**src/sv/spq_pkg.sv**
```systemverilog
// Shared types and codes for the sorted priority queue.
// No dependencies.
package spq_pkg;

  localparam int unsigned SPQ_DEFAULT_CAPACITY = 16;
  localparam int unsigned DATA_W = 32;
  localparam int unsigned OCC_W  = 5;

  // Operation codes
  localparam logic [1:0] KIND_INSERT = 2'd0;
  localparam logic [1:0] KIND_POP    = 2'd1;
  localparam logic [1:0] KIND_DELETE = 2'd2;

  typedef enum logic [1:0] {
    ST_OK        = 2'd0,
    ST_EMPTY     = 2'd1,
    ST_NOT_FOUND = 2'd2,
    ST_FULL      = 2'd3
  } spq_status_e;

  // One slot of the chain.
  typedef struct packed {
    logic              valid;
    logic [DATA_W-1:0] value;
    logic [DATA_W-1:0] prio;
  } spq_entry_t;

  // Command broadcast to every cell; ins and del already qualified.
  typedef struct packed {
    logic              ins;
    logic              del;
    logic [DATA_W-1:0] value;
    logic [DATA_W-1:0] prio;
  } spq_cmd_t;

endpackage

```
**src/sv/spq_cell.sv**
```systemverilog
// One slot of the sorted chain: holds an entry, shifts towards the tail on
// insert and towards the head on removal. Depends on spq_pkg.
module spq_cell (
  input  logic                clk_i,
  input  logic                rst_ni,
  input  spq_pkg::spq_cmd_t   cmd_i,
  input  spq_pkg::spq_entry_t left_i,   // neighbour nearer the head
  input  spq_pkg::spq_entry_t right_i,  // neighbour nearer the tail
  input  logic                take_i,   // insert point lies at or before left
  input  logic                hit_i,    // removal point lies before this cell
  output logic                take_o,
  output logic                hit_o,
  output logic                sel_o,    // this cell is the first match
  output spq_pkg::spq_entry_t entry_o
);
  import spq_pkg::*;

  logic              valid_q, valid_d;
  logic [DATA_W-1:0] value_q, value_d;
  logic [DATA_W-1:0] prio_q, prio_d;
  logic              match;

  // Empty slots count as "greater or equal" so the insert lands at the tail.
  assign take_o = !valid_q || ($signed(prio_q) >= $signed(cmd_i.prio));
  assign match  = cmd_i.del && valid_q && (value_q == cmd_i.value);
  assign hit_o  = hit_i || match;
  assign sel_o  = match && !hit_i;

  assign entry_o = '{valid: valid_q, value: value_q, prio: prio_q};

  always_comb begin
    valid_d = valid_q;
    value_d = value_q;
    prio_d  = prio_q;
    if (cmd_i.ins) begin
      if (take_i) begin
        valid_d = left_i.valid;
        value_d = left_i.value;
        prio_d  = left_i.prio;
      end else if (take_o) begin
        valid_d = 1'b1;
        value_d = cmd_i.value;
        prio_d  = cmd_i.prio;
      end
    end else if (hit_o) begin
      valid_d = right_i.valid;
      value_d = right_i.value;
      prio_d  = right_i.prio;
    end
  end

  always_ff @(posedge clk_i or negedge rst_ni) begin
    if (!rst_ni) begin
      valid_q <= 1'b0;
    end else begin
      valid_q <= valid_d;
    end
  end

  always_ff @(posedge clk_i) begin
    value_q <= value_d;
    prio_q  <= prio_d;
  end

endmodule

```
**src/sv/sorted_priority_queue.sv**
```systemverilog
// Sorted priority queue: top level, a chain of spq_cell slots plus the
// result register. Depends on spq_pkg and spq_cell.
//
//  channel | valid      | stall        | payload
//  --------+------------+--------------+--------------------------------------
//  in      | in_valid_i | in_stall_o   | kind_i, value_i, priority_req_i
//  out     | out_valid_o| out_stall_i  | status_o, out_value_o,
//          |            |              | out_priority_o, occupancy_o
//
// Every operation completes at the edge that accepts the transfer: the whole
// chain updates at that edge and the result appears in the next cycle.
// A new transfer is taken every cycle unless a result is held under stall.
// Reset clears the slot valid bits, the count and the result valid flag.
// Search ripples one bit per slot; each insert-point bit is a local compare.
module sorted_priority_queue #(
  parameter int unsigned CAPACITY = spq_pkg::SPQ_DEFAULT_CAPACITY
) (
  input  logic                             clk_i,
  input  logic                             rst_ni,
  input  logic                             in_valid_i,
  output logic                             in_stall_o,
  input  logic [1:0]                       kind_i,
  input  logic signed [spq_pkg::DATA_W-1:0] value_i,
  input  logic signed [spq_pkg::DATA_W-1:0] priority_req_i,
  output logic                             out_valid_o,
  input  logic                             out_stall_i,
  output logic [1:0]                       status_o,
  output logic signed [spq_pkg::DATA_W-1:0] out_value_o,
  output logic signed [spq_pkg::DATA_W-1:0] out_priority_o,
  output logic [spq_pkg::OCC_W-1:0]         occupancy_o
);
  import spq_pkg::*;

  localparam int unsigned CNT_W = $clog2(CAPACITY + 1);

  logic                 accept;
  logic [CNT_W-1:0]     count_q, count_d;
  logic                 full, empty;
  spq_cmd_t             cmd;

  // Chain wiring; index i feeds cell i, index i+1 comes out of it.
  logic       take_chain [CAPACITY+1];
  logic       hit_chain  [CAPACITY+1];
  logic       sel        [CAPACITY];
  spq_entry_t entries    [CAPACITY];

  logic              found;
  logic [DATA_W-1:0] found_value, found_prio;

  logic              out_valid_q, out_valid_d;
  spq_status_e       status_q, status_d;
  logic [DATA_W-1:0] value_q, value_d;
  logic [DATA_W-1:0] prio_q, prio_d;
  logic [OCC_W-1:0]  occ_q, occ_d;
  logic [CNT_W+OCC_W-1:0] count_ext;

  assign in_stall_o = out_valid_q && out_stall_i;
  assign accept     = in_valid_i && !in_stall_o;

  assign full  = (count_q == CNT_W'(CAPACITY));
  assign empty = (count_q == '0);

  // Only accepted operations reach the cells; an insert only when not full.
  assign cmd.ins   = accept && (kind_i == KIND_INSERT) && !full;
  assign cmd.del   = accept && (kind_i == KIND_DELETE);
  assign cmd.value = value_i;
  assign cmd.prio  = priority_req_i;

  // A pop is a removal at the head: every cell shifts one place forward.
  assign take_chain[0] = 1'b0;
  assign hit_chain[0]  = accept && (kind_i == KIND_POP) && !empty;

  for (genvar i = 0; i < CAPACITY; i++) begin : g_cell
    spq_entry_t left, right;
    if (i == 0) begin : g_head
      assign left = '0;
    end else begin : g_mid
      assign left = entries[i-1];
    end
    if (i == CAPACITY - 1) begin : g_tail
      assign right = '0;
    end else begin : g_body
      assign right = entries[i+1];
    end

    spq_cell u_cell (
      .clk_i   (clk_i),
      .rst_ni  (rst_ni),
      .cmd_i   (cmd),
      .left_i  (left),
      .right_i (right),
      .take_i  (take_chain[i]),
      .hit_i   (hit_chain[i]),
      .take_o  (take_chain[i+1]),
      .hit_o   (hit_chain[i+1]),
      .sel_o   (sel[i]),
      .entry_o (entries[i])
    );
  end

  // At most one cell flags the first match, so an OR picks its contents.
  always_comb begin
    found       = 1'b0;
    found_value = '0;
    found_prio  = '0;
    for (int i = 0; i < CAPACITY; i++) begin
      found       = found | sel[i];
      found_value = found_value | (entries[i].value & {DATA_W{sel[i]}});
      found_prio  = found_prio  | (entries[i].prio  & {DATA_W{sel[i]}});
    end
  end

  always_comb begin
    count_d  = count_q;
    status_d = ST_OK;
    value_d  = '0;
    prio_d   = '0;
    case (kind_i)
      KIND_INSERT: begin
        if (full) begin
          status_d = ST_FULL;
        end else begin
          count_d = count_q + CNT_W'(1);
        end
      end
      KIND_POP: begin
        if (empty) begin
          status_d = ST_EMPTY;
        end else begin
          value_d = entries[0].value;
          prio_d  = entries[0].prio;
          count_d = count_q - CNT_W'(1);
        end
      end
      KIND_DELETE: begin
        if (empty) begin
          status_d = ST_EMPTY;
        end else if (!found) begin
          status_d = ST_NOT_FOUND;
        end else begin
          value_d = found_value;
          prio_d  = found_prio;
          count_d = count_q - CNT_W'(1);
        end
      end
      default: begin
        // unused code: no change, plain ok
      end
    endcase
  end

  // Occupancy field carries the count modulo 32.
  assign count_ext = (CNT_W+OCC_W)'(count_d);
  assign occ_d     = count_ext[OCC_W-1:0];

  assign out_valid_d = accept ? 1'b1 : (out_valid_q && out_stall_i);

  always_ff @(posedge clk_i or negedge rst_ni) begin
    if (!rst_ni) begin
      count_q     <= '0;
      out_valid_q <= 1'b0;
    end else begin
      out_valid_q <= out_valid_d;
      if (accept) begin
        count_q <= count_d;
      end
    end
  end

  always_ff @(posedge clk_i) begin
    if (accept) begin
      status_q <= status_d;
      value_q  <= value_d;
      prio_q   <= prio_d;
      occ_q    <= occ_d;
    end
  end

  assign out_valid_o    = out_valid_q;
  assign status_o       = status_q;
  assign out_value_o    = value_q;
  assign out_priority_o = prio_q;
  assign occupancy_o    = occ_q;

endmodule

```
**config.mk**
```make
export PLATFORM = sky130hd
export DESIGN_NAME = sorted_priority_queue
export DESIGN_NICKNAME = d
export VERILOG_FILES = /design/src/sv/spq_pkg.sv /design/src/sv/spq_cell.sv /design/src/sv/sorted_priority_queue.sv
export SDC_FILE = /design/constraint.sdc
export NUM_CORES = 2
export LEC_CHECK = 0
export BUFFER_PORTS_ARGS = -buffer_cell sky130_fd_sc_hd__buf_4
export CAP_MARGIN = 20
export CORE_MARGIN = 1.5
export CORE_UTILIZATION = 55
export CTS_CLUSTER_DIAMETER = 100
export DETAILED_ROUTE_END_ITERATION = 8
export MAX_ROUTING_LAYER = met4
export PLACE_DENSITY_LB_ADDON = 0.05
export SYNTH_ARGS = -nofsm -noshare
export SYNTH_HDL_FRONTEND = slang
export SYNTH_HIERARCHICAL = 1
export SYNTH_SLANG_ARGS = --single-unit
```
**constraint.sdc**
```tcl
create_clock -name clk_i -period 21.8 [get_ports clk_i]
set_clock_uncertainty 0.15 [all_clocks]
set_input_delay 2.18 -clock clk_i [delete_from_list [all_inputs] [get_ports clk_i]]
set_output_delay 2.18 -clock clk_i [all_outputs]
set_load 0.1 [all_outputs]
```
# Word level (Yosys, flattened, before mapping)
# Index checks and enable logic that the tools add are counted.
# word_totals
register_bits,1117
latch_bits,0
ram_bits,0
rom_bits,0
input_bits,70
output_inout_bits,73
elab_cells,547
memories,0
# op_classes
n_addsub,2
mul,0
div,0
magnitude_cmp,16
n_eq_ne,35
shift,0
n_mux,207
bitwise,77
reduce_logical,156
# ops
operator,n
$mux W32,131
$and A32 B32 Y32,32
$or A32 B32 Y32,30
$eq A32 B32 Y1,16
$ge A32 B32 Y1,16
$pmux W32 S2,2
$mux W1,65
$logic_and A1 B1 Y1,55
$ne A3 B1 Y1 const B,15
$logic_not A1 Y1,35
$logic_or A1 B1 Y1,32
$reduce_and A2 Y1,16
$reduce_bool A2 Y1,16
$mux W5,4
$or A1 B1 Y1,15
$pmux W5 S3,1
$mux W2,3
$pmux W2 S3,1
$add A5 B1 Y5 const B,1
$eq A5 B5 Y1 const B,1
$logic_not A5 Y1,1
$sub A5 B1 Y5 const B,1
$eq A2 B1 Y1 const B,1
$eq A2 B2 Y1 const B,1
other kinds (2),2

# Logic depth before layout (Yosys ltp)
# logic_depth
ltp_word,28
depth_mapped,31
depth_no_buf,27

# Hierarchy
# Netlist, hierarchy kept.
# modules_own_cells
module,n_inst,cells_per_inst,area_each_um2,seq_area_each_um2
spq_cell at g_cell[10].u_cell ...,15,452,4490.6,1946.9
sorted_priority_queue,1,1084,9122.5,2282.2
spq_cell at g_cell[0].u_cell,1,453,4494.3,1946.9

# Worst setup path before layout
# Ideal clock, no wire load.
# synth_path
kind,in2reg
from,in out_stall_i
to,reg g_cell[15].u_cell.prio_q[0] (enable)
setup_time_ns,0.559
arrival_time_ns,9.802
required_time_ns,21.091
path_slack_ns,11.289
stages,21
n_path_buf,0
cell_sequence,nand2_1 nand2_1 inv_1 and2_1 or2_1 or2_2 or2_2 or2_2 or2_2 or2_2 or2_2 or2_2 or2_2 or2_2 or2_2 or2_2 or2_2 or2_2 or2_2 or2_2 o21a_1
# synth_lines
item,line_no,text
from (decl),sorted_priority_queue.sv:26,"input logic out_stall_i,"
to (signal assigned),spq_cell.sv:62,prio_q <= prio_d;
to (decl),spq_cell.sv:20,"logic [DATA_W-1:0] prio_q, prio_d;"

==> summary.md <==
| Metric | Value |
|---|---|
| Result of the run | completed |
| Switch Pwr | 0.00279 W |
| Final Hold Viols | 0 |
| CP startpoint kind | primary input |
| Postcts setup bufs | 0 |
| Mapped cell area | ~81000 µm² |
| Fin Setup TNS | 0 ps |
| Mapped Cells | a little over 8000 |
| CTS tree | built |
| Critical path peak fanout | 42 |
| Io pins | 143 |
| Internal power | 0.00462 W |
| Core Area | 146000 µm² |
| CP Capture Type | flop |
| Finished layout cell area | approximately 89000 µm² |
| Power per standard cell area | 83.6 nW/µm² |
| CP Data Required Time | 22280 ps |
| RSZ-0062 raised after global routing | false |
| Max-cap violations | 0 |
| TritonRoute pass-1 iters | 7 |
| Die area | 150000 µm² |
| CP arrival | 12180 ps |
| GRT Total Usage | 49.0% |
| Leak Pwr | around 40 nW |
| Tightest Pin Transition | 1340 ps |
| ANT nets after route | 0 |
| Initial antenna violation count | 23 |
| CTS Hold Bufs | 0 |
| Vias per cell | 7.03 |
| Switching share of power | 37.6% |
| Top achievable clock speed | 85.5 MHz |
| Num CTS Buffers | around 140 |
| First-pass GRT wire length | between 500 and 600 mm |
| H-tree depth | 4 |
| Fin crit share | 53.7% |
| Clk buf depth | 3 |
| Max_slew headroom | 9.62% |
| Largest net degree at the start of global routing | approximately 250 |
| Worst min path class | reg2reg |
| Final-stage net count | 8931 |
| Clock Pin Slew Worst Setup and Hold Paths | 60 ps |
| Max VDD drop | 0.0000782 V |
| Clk Latency, worst-skew pair | ~820 ps |
| DP Area | 84300 µm² |
| Seq pwr share | between 30 and 40% |
| WHS | between 300 and 400 ps |
| Port bufs | 142 |
| Clock share of power | a little under a third |
| Starting Density | 55.5% |
| Fin crit period | 11700 ps |
| Setup-failing EPs final | 0 |
| Crit path kind | in2reg |
| Max-slew violation count | 0 |
| Residual DRC | 0 |
| DR iter-0 viols | 13549 |
| Vias | ~73000 |
| Placed wire-length estimate | 232 mm |
| Num rows | 140 |
| Die width | 387 µm |
| Sink Count | 1117 |
| Vias in the first global route | 66733 |
| Avg Cell Area, Syn | 9.74 µm² |
| Remaining Overflow, GRT | 0 |
| P&R area growth vs syn | 9.56% |
| Chip Height | 387 µm |
| Routability Congestion | 1.04 |
| WL/cell | between 30 and 40 µm |
| Routed WL | 368 mm |
| Root buffer cell | clkbuf_16 |
| Comb pwr share | between 20 and 30% |
| Post-CTS Resized | 0 |
| Ys Warns | 6 |
| Share of layout cells above drive strength 1 | 7.08% |
-- metrics by stage --
stage / setup WS [ps] / total power [W] / util [%] / instances
final: 10100 / 0.00741 / 60.8 / 10391
after global routing: 10050 / 0.00756 / 60.8 / 10386
after CTS: 10580 / 0.00731 / 60.7 / 10357
after detailed placement: 9730 / 0.00506 / 57.8 / 10110
after global placement: 9860 / 0.00502 / 57.7 / 10106
after floorplan: 11290 / 0.00420 / - / 8446
-- worst max-delay path, cell delays in order --
cell and delay (ps):
buf_4 360, xor2_1 670, nor4_1 240, nand4_1 170
nor4_2 90, or2_1 300, or2_2 390, or2_2 370
or2_2 370, or2_2 370, or2_2 370, or2_2 370
or2_2 370, or2_2 370, or2_2 370, or2_2 370
or2_2 370, or2_2 370, or2_2 370, or2_2 370
nor2b_4 130, nor4_1 60, nand4_1 580, and2_4 640
buf_4 970, o21ai_0 230, a21boi_1 240
-- area by class of cell --
cell class | instances | area, µm²
inverters | 573 | 2150
well taps | 1917 | 2400
repair buffers | 281 | 2220
clock inverters | 83 | 691
clock buffers | 164 | 3610
fillers | 12389 | 57200
flip-flops and latches | 1117 | 33400
multi-input cells | 6232 | 44100
diodes | 24 | 60.1
-- power groups by stage --
stage / Combinational, W / Sequential, W / Clock [W]
floorplan: 0.00133 / 0.00287 / 0
global placement: 0.00207 / 0.00295 / 0
detailed placement: 0.00212 / 0.00294 / 0
CTS: 0.00212 / 0.00290 / 0.00228
global route: 0.00228 / 0.00292 / 0.00236
finish: 0.00221 / 0.00292 / 0.00228
-- routing by layer --
| metal | GRT usage (%) | up-vias | wire, µm |
|---|---|---|---|
| met5 | - | - | 0 |
| met4 | 26.4 | 0 | 24100 |
| met3 | 14.6 | 1417 | 54800 |
| met2 | 67.8 | 6116 | 152000 |
| met1 | 64.3 | 34690 | 137000 |
| li1 | - | 30834 | - |
-- sequential cells by signal (all words and copies together) (netlist names) --
signal                 cells
out_priority_o            32
g_cell.u_cell/valid_q     16
count_q                    5
g_cell.u_cell/prio_q     512
g_cell.u_cell/value_q    512
status_o                   2
out_value_o               32
occupancy_o                5
out_valid_o                1
-- cell usage in the layout, fill, tap and decap left out, types with 16 or more instances in the layout --
cell / instances
nand3_1: 134
clkinv_2: 28
mux2i_1: 1024
and4_1: 16
xnor2_1: 65
inv_1: 572
nand2_1: 188
dfrtp_1: 22
a21oi_2: 16
a211o_1: 48
a21oi_1: 1272
a21boi_0: 27
o22ai_1: 16
xor2_1: 448
a221o_1: 16
diode_2: 24
buf_4: 261
o2111ai_2: 16
nor4_2: 19
o211ai_1: 17
nor2b_4: 17
a21o_1: 33
clkinv_1: 30
ha_1: 517
conb_1: 131
a221oi_1: 110
nor3_1: 40
nor2_1: 1070
nor4_1: 147
o21ai_0: 88
o21ai_1: 16
edfxtp_1: 1095
nand4_1: 193
o21a_4: 16
a22oi_1: 279
o211a_1: 17
a22o_1: 109
clkbuf_1: 23
clkbuf_16: 141
-- path summary, 6_finish.rpt --
path / depth (start not counted) / endpoint / slack [ps] / start
min: 2 / out_valid_o / 380 / out_valid_o
min reg2reg: 2 / out_valid_o / 380 / out_valid_o
max: 27 / out_priority_o[3] / 10100 / value_i[30]
max reg2reg: 28 / out_priority_o[3] / 10600 / count_q[0]
max in group asynchronous: 1 / g_cell[12].u_cell/valid_q / 19970 / rst_ni
min in group asynchronous: 1 / count_q[3] / 1170 / rst_ni
No activity file was read; power rests on OpenSTA's default activity.
